<file path="config.mk">
export PLATFORM = sky130hd
export DESIGN_NAME = bf3_out_fifo
export DESIGN_NICKNAME = d
export VERILOG_FILES = /design/src/design/bf3_pkg.sv /design/src/design/bf3_out_fifo.sv
export SDC_FILE = /design/constraint.sdc
export NUM_CORES = 1
export LEC_CHECK = 0
export CAP_MARGIN = 5
export CORE_MARGIN = 1
export CORE_UTILIZATION = 49
export DETAILED_ROUTE_END_ITERATION = 16
export DONT_BUFFER_PORTS = 1
export PLACE_DENSITY = 0.7
export SLEW_MARGIN = 10
export SYNTH_ARGS = -nofsm -noshare
export SYNTH_HDL_FRONTEND = slang
export SYNTH_SLANG_ARGS = --single-unit
</file>
<file path="constraint.sdc">
create_clock -name clk -period 1.9 [get_ports clk]
set_input_delay 0.38 -clock clk [delete_from_list [all_inputs] [get_ports clk]]
set_output_delay 0.38 -clock clk [all_outputs]
set_load 0.1 [all_outputs]
</file>
<file path="src/design/bf3_pkg.sv">
// ----------------------------------------------------------------------------
// bf3_pkg
// Shared widths, constants and types of the 3x3 box filter.
// ----------------------------------------------------------------------------
package bf3_pkg;

    // pixel and sum widths
    localparam int PIX_W     = 8;
    localparam int COLSUM_W  = 10;   // sum of three pixels
    localparam int SUM_W     = 12;   // sum of nine pixels

    // configuration and coordinate widths
    localparam int IMG_W_W   = 11;
    localparam int IMG_H_W   = 12;
    localparam int OUT_COL_W = 10;
    localparam int ROW_W     = 12;

    // window geometry
    localparam int WIN       = 3;
    localparam int WIN_LAG   = WIN - 1;
    localparam int MIN_DIM   = 3;

    // divide by nine as multiply by ceil(2^16 / 9) and shift, exact for sums up to 2295
    localparam int DIV9_SHIFT = 16;
    localparam int DIV9_W     = 13;
    localparam logic [DIV9_W-1:0] DIV9_MULT = 13'd7282;

    // configuration register map, indexed by paddr[2]
    localparam logic REG_IMAGE_WIDTH  = 1'b0;
    localparam logic REG_IMAGE_HEIGHT = 1'b1;

    localparam logic [IMG_W_W-1:0] IMAGE_WIDTH_RST  = 11'd640;
    localparam logic [IMG_H_W-1:0] IMAGE_HEIGHT_RST = 12'd480;

    // one filtered pixel
    typedef struct packed {
        logic [PIX_W-1:0]     mean;
        logic [OUT_COL_W-1:0] ccol;
        logic [ROW_W-1:0]     crow;
        logic                 last;
    } result_t;

endpackage

</file>
<file path="src/design/bf3_out_fifo.sv">
// ----------------------------------------------------------------------------
// bf3_out_fifo
// Two-entry result buffer that decouples the filter pipeline from the
// output channel.
// ----------------------------------------------------------------------------
module bf3_out_fifo (
    input  logic             clk,
    input  logic             rst_n,
    input  logic             push,
    input  bf3_pkg::result_t push_data,
    input  logic             pop_ready,
    output logic             pop_valid,
    output bf3_pkg::result_t pop_data,
    output logic             full
);
    import bf3_pkg::*;

    result_t    ent_reg [2];
    logic       wr_ptr_reg;
    logic       rd_ptr_reg;
    logic [1:0] cnt_reg;
    logic [1:0] cnt_next;
    logic       pop;

    assign pop_valid = (cnt_reg != 2'd0);
    assign full      = (cnt_reg == 2'd2);
    assign pop       = pop_valid && pop_ready;
    assign pop_data  = ent_reg[rd_ptr_reg];

    // occupancy
    always_comb
    begin
        cnt_next = cnt_reg;
        unique case ({push, pop})
            2'b10:   cnt_next = cnt_reg + 2'd1;
            2'b01:   cnt_next = cnt_reg - 2'd1;
            default: cnt_next = cnt_reg;
        endcase
    end

    // pointers and count
    always_ff @(posedge clk or negedge rst_n)
    begin
        if (!rst_n)
        begin
            wr_ptr_reg <= 1'b0;
            rd_ptr_reg <= 1'b0;
            cnt_reg    <= 2'd0;
        end
        else
        begin
            if (push)
            begin
                wr_ptr_reg <= ~wr_ptr_reg;
            end
            if (pop)
            begin
                rd_ptr_reg <= ~rd_ptr_reg;
            end
            cnt_reg <= cnt_next;
        end
    end

    // entry storage
    always_ff @(posedge clk)
    begin
        if (push)
        begin
            ent_reg[wr_ptr_reg] <= push_data;
        end
    end

`ifndef SYNTH
    // occupancy never goes past two
    a_cnt_range: assert property (@(posedge clk) disable iff (!rst_n)
        cnt_reg != 2'd3)
        else $error("result buffer count out of range");

    // a push never lands on a full buffer
    a_no_overflow: assert property (@(posedge clk) disable iff (!rst_n)
        push |-> !full)
        else $error("result buffer overflow");
`endif

endmodule
</file>
==> results.md <==
* Final Hold Viols at 0
* Clk sinks at 66
* Cells after Synth at 114
* Yosys Warn Count at 0
* Max-cap violations at 0
* Bufs on Longest Clock Path at 2
* Gr usage total at 0.170
* Avg Inst Size Synth at between 20 and 25 um^2
* Sequential element share of the synthesized area at 0.792
* Total gr overflow at 0
* Met2 wire len at approximately 2300 um
* Worst-Margin Slew at 495 ps
* Syn nets at 150
* Wire length on met3 at ~360 um
* RePlAce Congestion at between 0.6 and 0.7
* Setup Skew at roughly 5.7 ps
* Vias at around 1.2k
* H-tree depth at 3
* Largest register FFs at 62
* Initial antenna violation count at 0
* Die W at 73.1 um
* Design Area, Final at approximately 3400 um^2
* Met1 wire length at between 1000 and 1500 um
* Outcome: finished, final reports clean
* Crit path cell chain: clkbuf_16, mux2_2, buf_12
* Dominant cells by area after synthesis: edfxtp_1 75%, mux2_2 11%, dfrtp_1 4.0%
* DPL Wire Length at 2800 um
* Main flop type after synthesis: edfxtp_1
* CTS buffer count at 9
* Crit path DAT at around 1500 ps
* Final WL at roughly 4200 um
* Boundary pin count at about 70
* Placement Cell Area at approximately 3200 um^2
* Vias in the first global route at around 1.3k
* Yosys reg bits at 66
* First-pass GRT wire length at roughly 6200 um
* CP Class: reg2out
* Fillers at approximately 300
* EDFF count, synth at 62
* Mapped Area at between 2000 and 2500 um^2
* Clock Latency Late Sink at 320 ps
* CTS Root Cell: clkbuf_8
* Post-synth cell types at 14
* Share of cells above drive strength 1 at 0.527
* Element type at the critical path end: primary output
* Ant diodes at 0
* P&R area growth vs syn at 39.1%
* Post-DR vias/cell at about 5
* Hold WC Path Type: in2reg
* Top-count cell post-synth: edfxtp_1
* Cell taking the most area after synthesis: edfxtp_1
* Max-Slew Margin vs Limit at 0.671
* Most common library cells after synthesis: 62 x edfxtp_1, 25 x mux2_2, 6 x mux2_4, 4 x buf_6, 4 x dfrtp_1
* 1st-iter DRT viols at 60
* Asr flop ratio synth at 0.0606
* Largest net degree at the start of global routing at 21
* Die Footprint at roughly 5300 um^2
* Clk pin slew, worst setup/hold paths at approximately 70 ps
* Final period util at 0.986
* Average wire per standard cell at 18.0 um
* DRC Markers at 0
* Top routing layer in use: met4
* Final ANT Viol Nets at 0
* Final nets at roughly 200
* CP peak stage delay at 440 ps
* DR pass1 iterations at 4
* Final min period at about 1900 ps
* Chip height at ~73 um
* Worst Setup Start Kind: flip-flop
* Pins Over Slew Limit at 0
* Core Area at between 4000 and 5000 um^2
* Fmax at around 530 MHz
* FP Rows at 25
* Final setup fails at 0
* Crit-path slowest cell: dfrtp_2
* Count of buffers from port buffering at 0
* Starting density of the core at 0.518
* CP Max Fanout at 10
* Synth top area share at 0.751
* RSZ-0062 raised after global routing: true
* Critical Path RT at 1520 ps
* CTS tree: built
worst max-delay path: cells and delay by family, from the launching register on:
| family | cells | cell delay (ps) |
|---|---|---|
| multiplexers | 1 | 360 |
| buffers and inverters | 2 | 360 |
| flip-flops | 1 | 440 |
through the flow:
stage	TNS (ps)	worst slack (ps)	instances	util	hold slack, ps
after floorplan	0	264	114	-	84.4
after global placement	0	325	214	0.669	84.5
after detailed placement	0	296	214	0.669	84.5
after CTS	-30.7	-14.3	230	0.709	116
after global routing	-180	-25.5	232	0.720	117
final	0	27.5	232	0.720	137
placed cells by master, fill, tap and decap left out, types with 2 or more instances in the layout:
| cell | netlist | routed |
|---|---|---|
| edfxtp_1 | 62 | 62 |
| buf_12 | 0 | 34 |
| mux2_2 | 25 | 25 |
| clkbuf_8 | 0 | 9 |
| mux2_4 | 6 | 6 |
| buf_4 | 0 | 4 |
| xor2_1 | 3 | 3 |
| dfrtp_1 | 4 | 3 |
| xnor2_1 | 2 | 2 |
| clkinv_2 | 0 | 2 |
| clkbuf_1 | 0 | 2 |
per-layer routing:
layer | vias to the layer above | global-route usage
li1 | 532 | -
met1 | 565 | 0.174
met2 | 50 | 0.289
met3 | 8 | 0.0760
met4 | 0 | 0.0959
met5 | - | 0
logic make-up after synthesis:
kind of cell / count (synthesis) / share of synthesized area
buffers and inverters: 5 / 0.0197
XOR/XNOR: 5 / 0.0177
multiplexers: 31 / 0.150
adder cells (fa/ha/maj): 1 / 0.00505
AND/OR/NAND/NOR: 6 / 0.0162
flip-flops: 66 / 0.792
cell type report:
| type | instances | area, um^2 | share of cell area |
|---|---|---|---|
| clock buffer | 11 | 131 | 0.0381 |
| clock inverter | 4 | 43.8 | 0.0127 |
| inverter | 1 | 3.75 | 0.00109 |
| multi-input combinational | 43 | 475 | 0.138 |
| sequential | 66 | 1960 | 0.570 |
| tap | 67 | 83.8 | 0.0243 |
| timing repair buffer | 40 | 746 | 0.216 |
final timing paths:
kind / start / to / slack (ps) / cells past startpoint
setup / recovery: rd_ptr_reg / pop_data[7] / 30 / 3
hold / removal: push / wr_ptr_reg / 140 / 1
min in group asynchronous: rst_n / wr_ptr_reg / 340 / 1
hold reg to reg: cnt_reg[1] / cnt_reg[1] / 510 / 1
setup reg to reg: cnt_reg[0] / cnt_reg[1] / 380 / 5
max in group asynchronous: rst_n / rd_ptr_reg / 1360 / 1
what timing repair did:
item / 4_1_cts / 5_1_grt
cloned: 0 / 1
hold buffers: 1 / 0
endpoints found under the setup margin: 19 / 25
resized for setup: 1 / 6
hold endpoints to repair: 4 / 0
setup buffers: 0 / 1
Power is not shown: default switching activity piles up to over one toggle a cycle in this logic, so the estimate is an artifact.
