<file path="src/design/bf3_pkg.sv">
// ----------------------------------------------------------------------------
// bf3_pkg
// Shared widths, constants and types of the 3x3 box filter.
// ----------------------------------------------------------------------------
package bf3_pkg;

    // pixel and sum widths
    localparam int PIX_W     = 8;
    localparam int COLSUM_W  = 10;   // sum of three pixels
    localparam int SUM_W     = 12;   // sum of nine pixels

    // configuration and coordinate widths
    localparam int IMG_W_W   = 11;
    localparam int IMG_H_W   = 12;
    localparam int OUT_COL_W = 10;
    localparam int ROW_W     = 12;

    // window geometry
    localparam int WIN       = 3;
    localparam int WIN_LAG   = WIN - 1;
    localparam int MIN_DIM   = 3;

    // divide by nine as multiply by ceil(2^16 / 9) and shift, exact for sums up to 2295
    localparam int DIV9_SHIFT = 16;
    localparam int DIV9_W     = 13;
    localparam logic [DIV9_W-1:0] DIV9_MULT = 13'd7282;

    // configuration register map, indexed by paddr[2]
    localparam logic REG_IMAGE_WIDTH  = 1'b0;
    localparam logic REG_IMAGE_HEIGHT = 1'b1;

    localparam logic [IMG_W_W-1:0] IMAGE_WIDTH_RST  = 11'd640;
    localparam logic [IMG_H_W-1:0] IMAGE_HEIGHT_RST = 12'd480;

    // one filtered pixel
    typedef struct packed {
        logic [PIX_W-1:0]     mean;
        logic [OUT_COL_W-1:0] ccol;
        logic [ROW_W-1:0]     crow;
        logic                 last;
    } result_t;

endpackage

</file>
<file path="src/design/bf3_cell.sv">
// ----------------------------------------------------------------------------
// bf3_cell
// One window column: holds the column sum, passes it on and adds it into
// the running window sum.
// ----------------------------------------------------------------------------
module bf3_cell (
    input  logic                         clk,
    input  logic                         rst_n,
    input  logic                         shift_en,
    input  logic [bf3_pkg::COLSUM_W-1:0] colsum_in,
    input  logic [bf3_pkg::SUM_W-1:0]    acc_in,
    output logic [bf3_pkg::COLSUM_W-1:0] colsum_out,
    output logic [bf3_pkg::SUM_W-1:0]    acc_out
);
    import bf3_pkg::*;

    logic [COLSUM_W-1:0] colsum_reg;

    // take the neighbor's column on each shift
    always_ff @(posedge clk or negedge rst_n)
    begin
        if (!rst_n)
        begin
            colsum_reg <= '0;
        end
        else if (shift_en)
        begin
            colsum_reg <= colsum_in;
        end
    end

    assign colsum_out = colsum_reg;
    assign acc_out    = acc_in + SUM_W'(colsum_reg);

endmodule

</file>
<file path="config.mk">
export PLATFORM = sky130hd
export DESIGN_NAME = bf3_cell
export DESIGN_NICKNAME = d
export VERILOG_FILES = /design/src/design/bf3_pkg.sv /design/src/design/bf3_cell.sv
export SDC_FILE = /design/constraint.sdc
export NUM_CORES = 1
export LEC_CHECK = 0
export ABC_AREA = 1
export BUFFER_PORTS_ARGS = -buffer_cell sky130_fd_sc_hd__buf_2
export CAP_MARGIN = 10
export CORE_MARGIN = 2
export CORE_UTILIZATION = 25
export DETAILED_ROUTE_END_ITERATION = 10
export GPL_ROUTABILITY_DRIVEN = 1
export GPL_TIMING_DRIVEN = 0
export PLACE_DENSITY = 0.56
export SYNTH_ARGS = -nofsm -noshare
export SYNTH_HDL_FRONTEND = slang
export SYNTH_SLANG_ARGS = --single-unit
</file>
<file path="constraint.sdc">
create_clock -name clk -period 1.6 [get_ports clk]
set_clock_uncertainty 0.15 [all_clocks]
set_input_delay 0.08 -clock clk [delete_from_list [all_inputs] [get_ports clk]]
set_output_delay 0.08 -clock clk [all_outputs]
set_load 0.01 [all_outputs]
</file>
==> summary.md, run 1 <==
| Metric | Value |
|---|---|
| Max stage delay on crit path | `0.40 ns` |
| Final nets | `250` |
| Endpoints failing hold | `0` |
| Ant diodes | `0` |
| Critical Path AT | `1.71 ns` |
| Failing checks | `negative setup slack` |
| Clock sinks | `10` |
| Post-Syn Area | `976 µm²` |
| Startpoint Class | `register` |
| Number of remaining DRC errors | `0` |
| Clk_lat worst skew | `0.23 ns` |
| Overall Power | `0.00134 W` |
| Vias in the first global route | `1,088` |
| Die Height | `66.5 µm` |
| Yosys top cell area share | `25.6%` |
| Final wirelength | `2.72 mm` |
| Slew margin rel. | `84.0%` |
| WS Path Type | `register to output pin` |
| CTS tree | `built` |
| Cell with the most instances after synthesis | `nand2_1` |
| Clock Path Buffers | `2` |
| Post-synthesis instance total | `136` |
| DP HPWL | `2.03 mm` |
| Antenna-violating nets left | `0` |
| Starting density of the core | `26.3%` |
| Simple-gate share of the synthesized area | `32.1%` |
| Reg-to-reg endpoint | `colsum_out[2]$_DFFE_PN0P_` |
| Core area | `0.00372 mm²` |
| FP Rows | `22` |
| Initial antenna violation count | `0` |
| H-tree levels | `1` |
| Synth Warn # | `0` |
| Via density | `4.33` |
| Largest family of logic cells by synthesized area | `simple AND/OR/NAND/NOR gates` |
| Avg Inst Size Synth | `7.18 µm²` |
| Peak supply drop | `0.393 mV` |
| Routability-driven placement congestion ratio | `0.759` |
| Number of setup violations in the final report | `11` |
| Min-Delay Path Class | `primary input to asynchronous set/reset pin` |
| Max reg flops | `10` |
| Worst EP required | `1.37 ns` |
| Status | `complete, but fails checks` |
| Xor/xnor share of the synthesized area | `5.38%` |
| Total track usage | `13.5%` |
| Grt ovf | `0` |
| Largest net degree at the start of global routing | `11` |
| CP max-delay cell | `dfrtp_1` |
| Post-synthesis mux area share | `11.5%` |
| Syn nets | `172` |
| Final Max Tran Viols | `0` |
| Top post-synthesis cells by count | `49 x nand2_1, 20 x inv_1, 11 x nand3_1` |
| Critical path origin | `colsum_out[0]$_DFFE_PN0P_` |
| Sequential share of the synthesized area | `25.6%` |
| CP endpoint kind | `output pin` |
| Clock Tree Root | `clkbuf_8` |
| Worst Setup EP | `acc_out[4]` |
| Via count | `1,125` |
| Fin crit share | `121%` |
| R2r worst-path depth | `3` |
| FMAX | `516 MHz` |
| Die area | `0.00442 mm²` |
| Reg2reg start | `colsum_out[2]$_DFFE_PN0P_` |
| Synth Area in Adders | `14.9%` |
| RSZ-0062 raised after global routing | `yes` |
| Worst hold slack | `0.0932 ns` |
| Io pins | `47` |
| Top cells by area, synth | `dfrtp_1 26%, nand2_1 19%, ha_1 13%` |
| Cell Pwr Density | `743 mW/mm²` |
| Area Overhead vs Synth | `84.2%` |
| Crit path max fanout | `4` |
| DR WL/cell | `10.5 µm` |
| R2r setup slk | `0.40 ns` |
| Post-synth top flop | `dfrtp_1` |
| Share of post-route cells with drive strength above 1 | `55.7%` |
| #FFs+latches synth | `10` |
| Final Critical Period | `1.94 ns` |
| Max cap viols | `0` |
| Post-synth EDFFs | `0` |
| Detailed Routing Iterations Pass 1 | `3` |
| Worst-Margin Slew | `0.239 ns` |
| Reg clk slew, reported paths | `0.05 ns` |
| Setup WS post-layout | `-0.337 ns` |
| Worst path cell trace | `ha_4 > fa_2 > nand2_2 > nand3_2 > nand2_1 > xnor2_1 > buf_2` |
| Initial DRC count | `39` |
| Chip width | `66.5 µm` |
| First-pass GRT wire length | `4.62 mm` |
| Async SR Flop Fraction | `100%` |
| P_leak | `0.922 nW` |
| Netlist cell types | `17` |
| Area leader, netlist | `dfrtp_1` |
| CTS buffer count | `3` |
| Compound-Gate Fraction of Synth Area | `2.31%` |
| Port bufs | `45` |
## kinds of logic after synthesis
group	Yosys count
buffers and inverters	21
muxes	10
and+or+nand+nor	74
AOI/OAI and AO/OA	4
adders and majority gates	11
DFF	10
xor gates and xnor gates	6
## placed cells by master (no fill, tap or decap)
master,n
nor2_4,2
fa_2,1
clkbuf_8,3
xnor2_1,1
nand2_4,3
nand3_2,5
nand2_2,8
mux2_2,10
inv_2,2
or2_2,1
nand4_1,3
nand2_1,38
nand3_1,5
xor2_1,4
buf_4,17
dfrtp_2,1
a21boi_1,1
dlygate4sd3_1,11
dfrtp_1,9
a21oi_2,2
ha_4,10
nand3_4,2
a21oi_1,1
inv_1,18
xor2_2,1
buf_2,45
buf_6,1
nor2_2,4
nor2_1,3
## worst min path at each step
stage	startpoint	end	slack, ns	depth (start not counted)
global route	rst_n	colsum_out[2]$_DFFE_PN0P_	0.12	2
finish	rst_n	colsum_out[2]$_DFFE_PN0P_	0.09	2
floorplan	rst_n	colsum_out[0]$_DFFE_PN0P_	-0.37	0
CTS	rst_n	colsum_out[2]$_DFFE_PN0P_	0.09	2
detailed placement	rst_n	colsum_out[2]$_DFFE_PN0P_	-0.19	1
global placement	rst_n	colsum_out[2]$_DFFE_PN0P_	-0.19	1
## routing by layer
layer / global-route usage, % / vias to the layer above / share of wire (%)
met4: 5.10 / 0 / 0.70
met3: 2.03 / 2 / 3.3
li1: - / 587 / -
met2: 22.5 / 18 / 52
met1: 17.4 / 518 / 44
met5: 0 / - / 0
## final cells by class
cell class              instances  area [µm²]
inverters                      20        75.1
plain buffers                   1        5.00
clock buffers                   3        41.3
repair buffers                 73         469
fillers                       381        1920
flip-flops and latches         10         251
multi-input cells             105         896
well taps                      48        60.1
## critical path: cells and delay by family, from the launching register on
| kind | cells | cell delay (ns) |
|---|---|---|
| AND/OR/NAND/NOR | 3 | 0.25 |
| XOR/XNOR | 1 | 0.12 |
| flip-flops | 1 | 0.40 |
| adder cells (fa/ha/maj) | 2 | 0.54 |
| buffers and inverters | 1 | 0.16 |
## timing repair
item                                    CTS  global route
endpoints found under the setup margin   11            11
gates resized for setup                  27            21
hold buffers                             11             0
pin swaps                                11            13
endpoints found under the hold margin    20             0
setup buffers                            14             4
## power by group
group / total [W] / internal (W) / switching, W
Combinational: 0.000774 / 0.000392 / 0.000382
Sequential: 0.000310 / 0.000280 / 0.0000297
Clock: 0.000252 / 0.000164 / 0.0000884
## stage by stage
step | setup TNS, ns | setup WS (ns) | instances | area, µm² | util, %
finish | -2.34 | -0.337 | 260 | 1800 | 48.4
global route | -3.35 | -0.442 | 260 | 1800 | 48.4
CTS | -2.87 | -0.399 | 257 | 1690 | 45.5
detailed placement | -0.820 | -0.173 | 229 | 1270 | 34.1
global placement | -0.756 | -0.169 | 229 | 1270 | 34.1
floorplan | -0.00917 | -0.00917 | 136 | 981 | -
(Power assumes the default switching activity.)
==> inputs of run 2 (changes only) <==
==> constraint.sdc (replaced) <==
create_clock -name clk -period 1.6 [get_ports clk]
set_clock_uncertainty 0.15 [all_clocks]
set_input_delay 0.4 -clock clk [delete_from_list [all_inputs] [get_ports clk]]
set_output_delay 0.4 -clock clk [all_outputs]
set_load 0.01 [all_outputs]
==> summary.md, run 2 (same netlist as run 1, synthesis figures left out) <==
| Metric | Value |
|---|---|
| Status | `complete, but fails checks` |
| Failing checks | `negative setup slack` |
| P_leak | `0.930 nW` |
| Switching Fraction | `37.9%` |
| DP HPWL | `2.01 mm` |
| Clk_lat worst skew | `0.23 ns` |
| Placed cell count | `229` |
| Setup WS post-layout | `-0.659 ns` |
| Slew margin rel. | `84.5%` |
| Clock Path Buffers | `2` |
| Met1 usage | `15.2%` |
| FP Rows | `22` |
| WP buf/inv | `2` |
| CTS tree | `built` |
| WS Path Type | `register to output pin` |
| Crit path max fanout | `4` |
| Setup_tns | `-6.34 ns` |
| Io pins | `47` |
| Top Usage Layer GRT | `met2` |
| # fillers | `373` |
| Clock Tree Root | `clkbuf_8` |
| Cell family with most CP delay | `adder cells` |
| Port bufs | `45` |
| Reg clk slew, reported paths | `0.05 ns` |
| Worst EP required | `1.05 ns` |
| Grt ovf | `0` |
| Internal | `0.000883 W` |
| Cell Pwr Density | `773 mW/mm²` |
| DR WL/cell | `10.7 µm` |
| Starting density of the core | `26.3%` |
| Final wirelength | `2.72 mm` |
| Max reg flops | `10` |
| CTS buffer count | `3` |
| Min-Delay Path Class | `primary input to register` |
| Initial antenna violation count | `0` |
| Commonest non-fill, non-tap cell in the layout | `buf_2` |
| Share of post-route cells with drive strength above 1 | `68.0%` |
| Initial DRC count | `10` |
| Peak supply drop | `0.582 mV` |
| First-pass GRT wire length | `4.49 mm` |
| Worst path cell trace | `ha_4 > fa_2 > buf_4 > nand3_2 > nand3_2 > nand2_1 > nand2_1 > buf_2` |
| Die area | `0.00442 mm²` |
| Detailed Routing Iterations Pass 1 | `2` |
| Largest net degree at the start of global routing | `11` |
| Final Non-Filler Cells | `254` |
| Via density | `4.42` |
| RSZ-0062 raised after global routing | `yes` |
| Clock sinks | `10` |
| Antenna-violating nets left | `0` |
| Endpoints failing hold | `0` |
| Final Max Tran Viols | `0` |
| NetSw | `0.000539 W` |
| Clock network fraction of total power | `18.4%` |
| Core area | `0.00372 mm²` |
| Sequential Power Share | `21.8%` |
| Vias in the first global route | `1,094` |
| Final nets | `243` |
| Worst-Margin Slew | `0.232 ns` |
| H-tree levels | `1` |
| Startpoint Class | `register` |
| Die Height | `66.5 µm` |
| Comb pwr share | `59.8%` |
| Area Overhead vs Synth | `88.5%` |
| CP endpoint kind | `output pin` |
| Via count | `1,123` |
| Area taken by multi-input logic gates | `987 µm²` |
| FMAX | `443 MHz` |
| Fin crit share | `141%` |
| Routability-driven placement congestion ratio | `0.790` |
| Final Critical Period | `2.26 ns` |
| Number of setup violations in the final report | `11` |
| Ant diodes | `0` |
| Grt met2 use | `23.6%` |
| CP max-delay cell | `dfrtp_1` |
| Chip width | `66.5 µm` |
| Grt met3 use | `2.20%` |
| Max stage delay on crit path | `0.40 ns` |
| FF/Latch Area | `251 µm²` |
| Number of remaining DRC errors | `0` |
| Critical Path AT | `1.71 ns` |
| Worst hold slack | `0.250 ns` |
| Max cap viols | `0` |
| Most frequent cells in the layout | `43 x buf_2, 28 x nand2_1, 17 x inv_1, 17 x nand2_2, 17 x buf_4` |
| Total track usage | `12.8%` |
-- run 2: cell types whose count changed in the layout (fill, tap and decap cells not counted), moves of 3 or more --
cell           before  now
nand3_1             5    2
buf_6               1    6
xor2_2              1    4
nand2_1            38   28
xor2_1              4    1
dlygate4sd3_1      11    1
nand2_2             8   17
-- run 2: final timing paths --
| path | from | to | slack, ns | depth (start not counted) |
|---|---|---|---|---|
| setup / recovery | colsum_out[0]$_DFFE_PN0P_ | acc_out[10] | -0.66 | 8 |
| hold reg to reg | colsum_out[8]$_DFFE_PN0P_ | colsum_out[8]$_DFFE_PN0P_ | 0.45 | 1 |
| hold / removal | colsum_in[1] | colsum_out[1]$_DFFE_PN0P_ | 0.25 | 2 |
| min in group asynchronous | rst_n | colsum_out[4]$_DFFE_PN0P_ | 0.42 | 2 |
| max in group asynchronous | rst_n | colsum_out[1]$_DFFE_PN0P_ | 0.68 | 2 |
| setup reg to reg | colsum_out[7]$_DFFE_PN0P_ | colsum_out[7]$_DFFE_PN0P_ | 0.53 | 2 |
-- run 2: power by group through the flow --
stage | logic (W) | registers (W) | clock network (W)
floorplan | 0.000434 | 0.000325 | 0
global placement | 0.000641 | 0.000316 | 0
detailed placement | 0.000643 | 0.000317 | 0
CTS | 0.000804 | 0.000311 | 0.000271
global route | 0.000934 | 0.000314 | 0.000287
finish | 0.000850 | 0.000310 | 0.000262
-- run 2: layout make-up --
| type | count | share of cell area [%] |
|---|---|---|
| multi-input cells | 105 | 53.7 |
| repair buffers | 66 | 22.6 |
| flip-flops and latches | 10 | 13.7 |
| inverters | 20 | 4.08 |
| well taps | 48 | 3.27 |
| clock buffers | 4 | 2.45 |
| plain buffers | 1 | 0.272 |
-- run 2: timing repair --
action | 4_1_cts | 5_1_grt
hold endpoints to repair | 10 | 0
setup endpoints to repair | 12 | 11
hold buffers | 1 | 0
buffers inserted | 18 | 2
pin swaps | 22 | 16
gates resized for setup | 28 | 18
-- run 2: through the flow --
stage / worst slack [ns] / utilization [%] / area [µm²] / power [W]
after floorplan: -0.329 / - / 1160 / 0.000759
after global placement: -0.620 / 39.0 / 1450 / 0.000957
after detailed placement: -0.613 / 39.0 / 1450 / 0.000959
after CTS: -0.727 / 47.1 / 1750 / 0.00139
after global routing: -0.749 / 49.5 / 1840 / 0.00153
final: -0.659 / 49.5 / 1840 / 0.00142
-- run 2: metal layers --
layer,share of wire (%),up-vias,routed length [µm]
li1,-,572,-
met1,41,524,1110
met2,54,25,1460
met3,5.0,2,137
met4,0.44,0,12
met5,0,-,0
